`config.mk`:
```
export PLATFORM = sky130hd
export DESIGN_NAME = eight_lane_murmur_hash32_top
export DESIGN_NICKNAME = d
export VERILOG_FILES = /design/src/rtl/emh_pkg.sv /design/src/rtl/eight_lane_murmur_hash32_top.sv /design/src/rtl/emh_mul_unit.sv
export SDC_FILE = /design/constraint.sdc
export NUM_CORES = 2
export LEC_CHECK = 0
export ABC_AREA = 1
export ABC_CLOCK_PERIOD_IN_PS = 7400
export BUFFER_PORTS_ARGS = -buffer_cell sky130_fd_sc_hd__buf_2
export CAP_MARGIN = 20
export CORE_MARGIN = 3
export CORE_UTILIZATION = 35
export CTS_CLUSTER_SIZE = 10
export DETAILED_ROUTE_END_ITERATION = 10
export PLACE_DENSITY_LB_ADDON = 0.1
export SETUP_SLACK_MARGIN = 0.02
export SLEW_MARGIN = 20
export SYNTH_ARGS = -nofsm -noshare
export SYNTH_HDL_FRONTEND = slang
export SYNTH_SLANG_ARGS = --single-unit
```
`constraint.sdc`:
```
create_clock -name aclk -period 7.4 [get_ports aclk]
set_clock_uncertainty 0.1 [all_clocks]
set_input_delay 0.74 -clock aclk [delete_from_list [all_inputs] [get_ports aclk]]
set_output_delay 0.74 -clock aclk [all_outputs]
set_load 0.05 [all_outputs]
```
`src/rtl/emh_pkg.sv`:
```
package emh_pkg;

    localparam int unsigned LANES       = 8;
    localparam int unsigned LANE_W      = $clog2(LANES);
    localparam logic [31:0] BLOCK_BYTES = 32'd32;
    localparam logic [31:0] MIX_ADD     = 32'h3B11_A33C;
    localparam logic [31:0] FIN_MUL1    = 32'hC2AD_39BB;
    localparam logic [31:0] FIN_MUL2    = 32'hE037_A692;

    localparam logic [31:0] PRE_MUL [LANES] = '{
        32'hB19C_E1AA, 32'hB33F_1B01, 32'h4093_AEE0, 32'hC903_1C00,
        32'h1FCC_49A2, 32'h4DC3_3A4D, 32'hBE62_14AE, 32'hA329_EB99
    };
    localparam logic [31:0] POST_MUL [LANES] = '{
        32'hDE33_BB89, 32'hA39B_1CE1, 32'h1E91_9393, 32'h91BB_3DDD,
        32'h82A0_3CCE, 32'h55FE_C879, 32'h4A99_D300, 32'hC305_9BF0
    };

    typedef enum logic [1:0] {
        MUL_PRE  = 2'd0,
        MUL_POST = 2'd1,
        MUL_FIN1 = 2'd2,
        MUL_FIN2 = 2'd3
    } mul_op_t;

    typedef struct packed {
        logic    en;
        mul_op_t op;
    } mul_ctl_t;

    typedef enum logic [7:0] {
        ST_IDLE = 8'b0000_0001,
        ST_MUL1 = 8'b0000_0010,
        ST_MUL2 = 8'b0000_0100,
        ST_MIX  = 8'b0000_1000,
        ST_FIN1 = 8'b0001_0000,
        ST_FIN2 = 8'b0010_0000,
        ST_FIN3 = 8'b0100_0000,
        ST_OUT  = 8'b1000_0000
    } state_t;

endpackage

```
`src/rtl/eight_lane_murmur_hash32_top.sv`:
```
// A word that is not last goes through the pre-multiply, post-multiply and lane mix states,
// and the block is not ready for another word until the lane mix is done.
// A last word adds the same steps for each zero pad word up to the block end, then the
// finalization of each of the 8 lanes, then a load of the output register once it is free.
// All multiplies go through one shared 32x32 multiplier.
// Reset (aresetn, synchronous) clears the seed, sequencer and output valid.
module eight_lane_murmur_hash32_top (
    input  logic        aclk,
    input  logic        aresetn,
    input  logic        cfg_we,
    input  logic [31:0] cfg_wdata,
    input  logic        s_valid,
    output logic        s_ready,
    input  logic [31:0] s_data_word,
    input  logic [2:0]  s_valid_bytes,
    input  logic        s_last_word,
    output logic        m_valid,
    input  logic        m_ready,
    output logic [31:0] m_hash_value
);
    import emh_pkg::*;

    state_t              state_reg, state_next;
    logic [31:0]         seed_reg;
    logic [31:0]         lane_reg [LANES];
    logic [LANE_W-1:0]   ptr_reg, ptr_next;
    logic [31:0]         count_reg, count_next;
    logic                in_msg_reg, in_msg_next;
    logic [31:0]         word_reg, word_next;
    logic                last_reg, last_next;
    logic [31:0]         acc_reg, acc_next;
    logic                m_valid_reg, m_valid_next;
    logic [31:0]         m_hash_reg;

    logic                accept;
    logic                load_seed;
    logic                lane_we;
    logic [31:0]         lane_wdata;
    logic [31:0]         lane_rd;
    logic [31:0]         mix_x;
    logic [31:0]         byte_mask;
    logic                out_load;
    logic [LANE_W-1:0]   ptr_inc;
    mul_ctl_t            mul_ctl;
    logic [31:0]         mul_operand;
    logic [31:0]         product;

    emh_mul_unit u_mul (
        .aclk    (aclk),
        .ctl     (mul_ctl),
        .lane    (ptr_reg),
        .operand (mul_operand),
        .product (product)
    );

    assign s_ready      = (state_reg == ST_IDLE);
    assign accept       = s_valid && s_ready;
    assign lane_rd      = lane_reg[ptr_reg];
    assign ptr_inc      = ptr_reg + 1'b1;
    assign mix_x        = {(lane_rd ^ product) << 13} | ((lane_rd ^ product) >> 19);
    assign lane_wdata   = mix_x + {mix_x[29:0], 2'b00} + MIX_ADD;
    assign m_valid      = m_valid_reg;
    assign m_hash_value = m_hash_reg;

    always_comb begin
        unique case (s_valid_bytes)
            3'd1:    byte_mask = 32'h0000_00FF;
            3'd2:    byte_mask = 32'h0000_FFFF;
            3'd3:    byte_mask = 32'h00FF_FFFF;
            default: byte_mask = 32'hFFFF_FFFF;
        endcase
    end

    always_comb begin
        state_next   = state_reg;
        ptr_next     = ptr_reg;
        count_next   = count_reg;
        in_msg_next  = in_msg_reg;
        word_next    = word_reg;
        last_next    = last_reg;
        acc_next     = acc_reg;
        m_valid_next = m_valid_reg && !m_ready;
        load_seed    = 1'b0;
        lane_we      = 1'b0;
        out_load     = 1'b0;
        mul_ctl.en   = 1'b0;
        mul_ctl.op   = MUL_PRE;
        mul_operand  = word_reg;

        unique case (state_reg)
            ST_IDLE: begin
                if (accept) begin
                    word_next = s_data_word & byte_mask;
                    last_next = s_last_word;
                    acc_next  = '0;
                    if (!in_msg_reg) begin
                        load_seed  = 1'b1;
                        ptr_next   = '0;
                        count_next = '0;
                    end
                    if (s_valid_bytes != 3'd0) begin
                        in_msg_next = 1'b1;
                        state_next  = ST_MUL1;
                    end else if (s_last_word) begin
                        if (!in_msg_reg || ptr_reg == '0) begin
                            state_next = ST_FIN1;
                        end else begin
                            word_next  = '0;
                            state_next = ST_MUL1;
                        end
                    end
                end
            end
            ST_MUL1: begin
                mul_ctl.en = 1'b1;
                mul_ctl.op = MUL_PRE;
                if (ptr_reg == '0) begin
                    count_next = count_reg + BLOCK_BYTES;
                end
                state_next = ST_MUL2;
            end
            ST_MUL2: begin
                mul_ctl.en  = 1'b1;
                mul_ctl.op  = MUL_POST;
                mul_operand = product;
                state_next  = ST_MIX;
            end
            ST_MIX: begin
                lane_we  = 1'b1;
                ptr_next = ptr_inc;
                if (!last_reg) begin
                    state_next = ST_IDLE;
                end else if (ptr_inc == '0) begin
                    state_next = ST_FIN1;
                end else begin
                    word_next  = '0;
                    state_next = ST_MUL1;
                end
            end
            ST_FIN1: begin
                mul_ctl.en  = 1'b1;
                mul_ctl.op  = MUL_FIN1;
                mul_operand = lane_rd ^ count_reg;
                state_next  = ST_FIN2;
            end
            ST_FIN2: begin
                mul_ctl.en  = 1'b1;
                mul_ctl.op  = MUL_FIN2;
                mul_operand = product;
                state_next  = ST_FIN3;
            end
            ST_FIN3: begin
                acc_next = acc_reg ^ product ^ (product >> 16);
                ptr_next = ptr_inc;
                if (ptr_inc == '0) begin
                    state_next = ST_OUT;
                end else begin
                    state_next = ST_FIN1;
                end
            end
            ST_OUT: begin
                if (!m_valid_reg || m_ready) begin
                    out_load     = 1'b1;
                    m_valid_next = 1'b1;
                    in_msg_next  = 1'b0;
                    state_next   = ST_IDLE;
                end
            end
            default: begin
                state_next = ST_IDLE;
            end
        endcase
    end

    always_ff @(posedge aclk) begin
        if (!aresetn) begin
            state_reg   <= ST_IDLE;
            seed_reg    <= '0;
            ptr_reg     <= '0;
            count_reg   <= '0;
            in_msg_reg  <= 1'b0;
            m_valid_reg <= 1'b0;
        end else begin
            state_reg   <= state_next;
            ptr_reg     <= ptr_next;
            count_reg   <= count_next;
            in_msg_reg  <= in_msg_next;
            m_valid_reg <= m_valid_next;
            if (cfg_we) begin
                seed_reg <= cfg_wdata;
            end
        end
    end

    always_ff @(posedge aclk) begin
        word_reg <= word_next;
        last_reg <= last_next;
        acc_reg  <= acc_next;
        if (out_load) begin
            m_hash_reg <= acc_reg;
        end
        if (load_seed) begin
            for (int i = 0; i < LANES; i++) begin
                lane_reg[i] <= seed_reg;
            end
        end else if (lane_we) begin
            lane_reg[ptr_reg] <= lane_wdata;
        end
    end

endmodule

```
`src/rtl/emh_mul_unit.sv`:
```
module emh_mul_unit (
    input  logic                         aclk,
    input  emh_pkg::mul_ctl_t            ctl,
    input  logic [emh_pkg::LANE_W-1:0]   lane,
    input  logic [31:0]                  operand,
    output logic [31:0]                  product
);
    import emh_pkg::*;

    logic [31:0] op_a;
    logic [31:0] op_b;
    logic [31:0] product_reg;
    logic [31:0] product_next;

    // operand pre-transform per op, then low 32 bits of the product
    always_comb begin
        unique case (ctl.op)
            MUL_PRE: begin
                op_a = operand;
                op_b = PRE_MUL[lane];
            end
            MUL_POST: begin
                op_a = {operand[16:0], operand[31:17]};
                op_b = POST_MUL[lane];
            end
            MUL_FIN1: begin
                op_a = operand ^ (operand >> 16);
                op_b = FIN_MUL1;
            end
            MUL_FIN2: begin
                op_a = operand ^ (operand >> 13);
                op_b = FIN_MUL2;
            end
        endcase
        product_next = op_a * op_b;
    end

    always_ff @(posedge aclk) begin
        if (ctl.en) begin
            product_reg <= product_next;
        end
    end

    assign product = product_reg;

endmodule
```
* After elaboration in Yosys (flattened, before gate mapping)
Memories as Yosys holds them, arrays and structs flattened. A register that Yosys moved wholly into a read port is not among the register bits.
Cells that the tools add are included.
** Word-level totals
- Bits in registers :: 206
- Memory bits (writable) :: 256
- Memory bits (read-only) :: 512
- Output and inout bits :: 34
- Memories :: 3
** Operators by class
- $add $sub $neg :: 4
- $mul :: 1
- Magnitude comparators :: 1
- Eq/ne operators :: 22
- Mux-type cells :: 56
- Bitwise gates (word level) :: 9
- Reduce and logical (&&, ||, !) cells :: 26
** Memory list
- (no name shown) :: depth 8, width 32, rd ports 1, clocked after memory_dff 0, wr ports 0, line emh_mul_unit.sv:24 : op_b = POST_MUL[lane];
- (no name shown) :: depth 8, width 32, rd ports 1, clocked after memory_dff 0, wr ports 0, line emh_mul_unit.sv:20 : op_b = PRE_MUL[lane];
- lane_reg :: depth 8, width 32, rd ports 1, clocked after memory_dff 1, wr ports 8, line eight_lane_murmur_hash32_top.sv:25 : logic [31:0] lane_reg [LANES];
** Operators with widths (number)
- $mux W32 :: 15
- $pmux W32 S2 :: 4
- $pmux W32 S4 :: 2
- $pmux W32 S3 :: 1
- $xor A32 B32 Y32 :: 3
- $pmux W8 S8 :: 1
- $xor A32 B16 Y32 :: 2
- $mux W8 :: 5
- $add A32 B30 Y32 const B :: 1
- $add A32 B32 Y32 :: 1
- $add A32 B6 Y32 const B :: 1
- $and A32 B32 Y32 :: 1
- $mul A32 B32 Y32 :: 1
- $or A32 B13 Y32 :: 1
- $reduce_or A32 Y1 :: 1
- $xor A32 B19 Y32 :: 1
- $mux W1 :: 17
- $mux W3 :: 5
- $mux W5 :: 3
- $pmux W3 S4 :: 1
- $reduce_and A4 Y1 :: 3
- $ne A2 B2 Y1 const B :: 5
- $reduce_bool A2 Y1 :: 5
- $eq A8 B1 Y1 const B :: 1
- other kinds (27) :: 38

* Longest topological paths before layout
- Word-level depth :: 8
- Mapped depth :: 50
- Mapped depth without buffers :: 46

* Hierarchy
A second synthesis with hierarchy kept.
** Second synthesis, totals
- Cells, all modules :: 5261
- Area, all modules :: 42901.1 µm²
** By module, submodules not included
- eight_lane_murmur_hash32_top :: instances 1, cells each 2810, area each 24120.6 µm²
- emh_mul_unit :: instances 1, cells each 2451, area each 18780.5 µm²

* Worst setup path after synthesis
OpenSTA, ideal clock, no wires.
- Kind :: flip-flop to flip-flop
- Start point :: register ptr_reg[0]
- End point :: register u_mul.product_reg[29] (netlist: u_mul.product[29]) (data pin)
- Library setup time :: 0.265 ns
- Data arrival time :: 7.708 ns
- Required time :: 7.035 ns
- Slack :: -0.673 ns
- Stages on the path, launching flop included :: 39
- Buffers on the path :: 1
- Path through :: dfxtp_1 > clkinv_1 > ha_1 > nand2_1 > inv_1 > nor2_1 > nor3_1 > clkinv_1 > clkbuf_1 > nor2_1 > fa_1 > inv_1 > fa_1 > inv_1 > fa_1 > inv_1 > fa_1 > inv_1 > [... 3 more ...] > inv_1 > fa_1 > inv_1 > ha_1 > a21oi_1 > nand2_1 > nand2_1 > nand2_1 > a21oi_1 > o21ai_0 > nand2_1 > nand2_1 > nand2_1 > nand2_1 > a21o_1 > a21oi_1 > o21ai_0 > xor2_1
** On the way
- Longest elaborated chain between the ends :: 6
** RTL lines
- start: declaration :: line eight_lane_murmur_hash32_top.sv:26 : logic [LANE_W-1:0] ptr_reg, ptr_next;
- start signal: assignment :: line eight_lane_murmur_hash32_top.sv:185 : ptr_reg <= ptr_next;
- $not A3 Y4 (not written as such) (*) :: line emh_mul_unit.sv:20, emh_mul_unit.sv:24
- $mem_v2 Z8 W32, on equally long branches
- $mux W32, on equally long branches (2 in a row) :: line emh_mul_unit.sv:24, emh_mul_unit.sv:20
- $pmux W32 S4 (*) :: line emh_mul_unit.sv:17 : unique case (ctl.op)
- $mul A32 B32 Y32 (*) :: line emh_mul_unit.sv:35 : product_next = op_a * op_b;
- net u_mul.product_next[29] :: line emh_mul_unit.sv:13 : logic [31:0] product_next;
- end signal: assignment :: line emh_mul_unit.sv:40 : product_reg <= product_next;
- end: declaration :: line emh_mul_unit.sv:12 : logic [31:0] product_reg;
Mark *: on every way through the listed nets, which the timed path passes. The rest lies on a longest branch. The select of a mux whose other input is x is not followed.
A chain may end at the register's enable or synchronous reset.

==> metrics.txt <==
status complete, but fails checks; violated checks negative setup slack; Hold EP seed_reg[13]; slew margin rel. 26.7%; clk slew on worst S/H paths 60 ps; GRT Resource Usage Total 26.7%; reg2reg end u_mul.product[28]; syn_nets 5840; drt drc 0; RSZ-0062 raised after global routing true; height of the die 352 um; crit path DAT 8570 ps; vias in the first global route 37100; Hold Crit Start cfg_wdata[13]; GPL Wtd Cong 0.977; Die Width 352 um; Synth area leaders edfxtp_1 28%, fa_1 20%, nand2_1 10%; CTS Buf Count 55; ANT nets after route 0; Total Die Area 0.124 sq mm; Crit Path Class register to register; cts hold-fix bufs 0; synthesis-to-layout area growth 29.6%; worst hold path depth 3; wire per inst 21.8 um; setup ws final -892 ps; Main synth FF type edfxtp_1; final non-filler cell total 7586; Post-synth EDFFs 385; Final nets 6625; peak per-stage delay on the critical path 540 ps; Seq/Total Area, Yosys 31.2%; FP Rows 126; Syn Std Cell Area 0.0418 sq mm; WP data required 7680 ps; root buffer cell clkbuf_16; total of max-cap violations 0; crit path capture type register; Starting Density 35.3%; fill cell count 11700; DRT Pass-1 Iters 8; max-slew violations 0; Netlist cell types 57; M2 GR Usage 39.6%; Vias/cell 5.01; Starting DRT DRC Count 3423; crit path launch type register; placed cells 7367; Mapped Cells 5159; r2r setup slk -890 ps; final setup violation count 100; synthesized flop and latch total 460; share of layout cells above drive strength 1 24.4%; Syn. warnings 0; CTS tree done; H-tree depth 2; busiest metal layer after global routing met1; Max Fanout on Critical Path 10; WL final 165000 um; slowest stage cell on the critical path fa_2; M3 GR Usage 5.05%; core area 0.118 sq mm; Skew-Pair Late Insertion Delay 650 ps; met1 usage 40.0%; Async SR Flop Fraction 0%; first-pass GRT wire length 243000 um; IO buf count 106; top-level I/O count 107; fin crit share 112%; Final Hold Fails 0; pin count of the biggest net entering global routing 51; Max Root-Sink Buffers 3; clock sink count 460; biggest area consumer among synthesized cells edfxtp_1; total overflow reported by the global router 0; Largest register FFs 256; Tmin final 8290 ps; Max Freq 121 MHz; post-DP HPWL 130000 um; Slew @ Worst Pin 1090 ps; Hold Path Class input port to register; syn avg cell area 8.11 sq um; top cell type's share of synthesized area 27.6%; antenna violations before repair 2; vias 38000; cells on worst reg2reg path 41
## cell type report
type | instances | area, sq um | share of cell area (%)
diodes | 1 | 2.50 | 0.00461
flip-flops and latches | 460 | 13100 | 24.1
clock inverters | 10 | 119 | 0.219
clock buffers | 88 | 1530 | 2.82
multi-input cells | 3597 | 26200 | 48.3
repair buffers | 952 | 7960 | 14.7
well taps | 1600 | 2000 | 3.69
inverters | 878 | 3340 | 6.17
## cells in the final DEF (no fill, tap or decap), types with 60 or more instances in the layout
master / netlist / routed
nand2_1: 1133 / 1059
xor2_1: 87 / 76
ha_1: 199 / 177
fa_1: 409 / 389
nor2_1: 617 / 591
buf_4: 9 / 754
dfxtp_1: 75 / 70
buf_2: 39 / 106
a21oi_1: 153 / 122
edfxtp_1: 385 / 385
inv_1: 828 / 807
nand2_2: 19 / 72
buf_12: 0 / 60
clkbuf_16: 0 / 60
o21ai_0: 425 / 386
nand3_1: 279 / 202
nand3_2: 6 / 68
## worst max-delay path by stage
stage	slack, ps	depth (start not counted)	end	startpoint
after global routing	-1270	45	u_mul.product[26]	register
after floorplan	-210	41	u_mul.product[31]	register
final	-890	41	u_mul.product[28]	register
after detailed placement	-1400	37	u_mul.product[31]	register
after CTS	-880	36	u_mul.product[31]	register
after global placement	-1400	38	u_mul.product[31]	register
## worst max-delay path: cells and delay by family, from the launching register on
family                     cells  cell delay, ps
DFF                            1             380
buffers and inverters         11            1080
AOI/OAI and AO/OA              4             560
xor gates and xnor gates       1             150
adders and majority gates      9            4080
and+or+nand+nor               16            1630
## stage by stage
stage	utilization, %	setup TNS, ps	worst slack [ps]	hold slack (ps)	area (sq um)
6_report	45.8	-40720	-892	220	54200
3_5_place_dp	42.1	-20190	-1400	370	49800
4_1_cts	45.0	-30010	-880	193	53300
5_1_grt	45.8	-65930	-1270	213	54200
2_1_floorplan	-	-691	-215	343	42200
3_3_place_gp	42.1	-19710	-1400	357	49800
## synth_stat cells, drive strengths merged (15+ instances only)
cell type and n:
a21oi 156, buf 94, clkbuf 130, clkinv 15, dfxtp 75, edfxtp 385
fa 409, ha 199, inv 863, nand2 1155, nand3 285, nand4 27
nor2 625, nor3 34, o211ai 16, o21ai 463, or2 20, xnor2 51
xor2 87
## per-layer routing
| layer | vias to the layer above | wire length (um) |
|---|---|---|
| li1 | 17800 | - |
| met1 | 18600 | 78700 |
| met2 | 1347 | 69600 |
| met3 | 184 | 13500 |
| met4 | 0 | 3780 |
| met5 | - | 0 |
## repair_timing
action | 4_1_cts | 5_1_grt
gates cloned | 5 | 5
endpoints found under the setup margin | 23 | 111
hold endpoints to repair | 0 | 0
pin swaps | 44 | 72
gates resized for setup | 248 | 155
setup buffers | 86 | 29
## kinds of logic (layout without fill, tap and decap cells)
kind of cell	after synthesis	in the layout	synth area share, %
compound gates	687	687	8.74
xor+xnor	138	138	2.89
fa+ha+maj	608	608	25.5
buf+inv	1102	1928	10.4
flops	460	460	31.2
other cells	0	1	0
simple gates	2164	2164	21.3
Power is left out: the tool's default activity adds up to more than one toggle a clock period on the data nets, which glitch-free logic cannot reach.
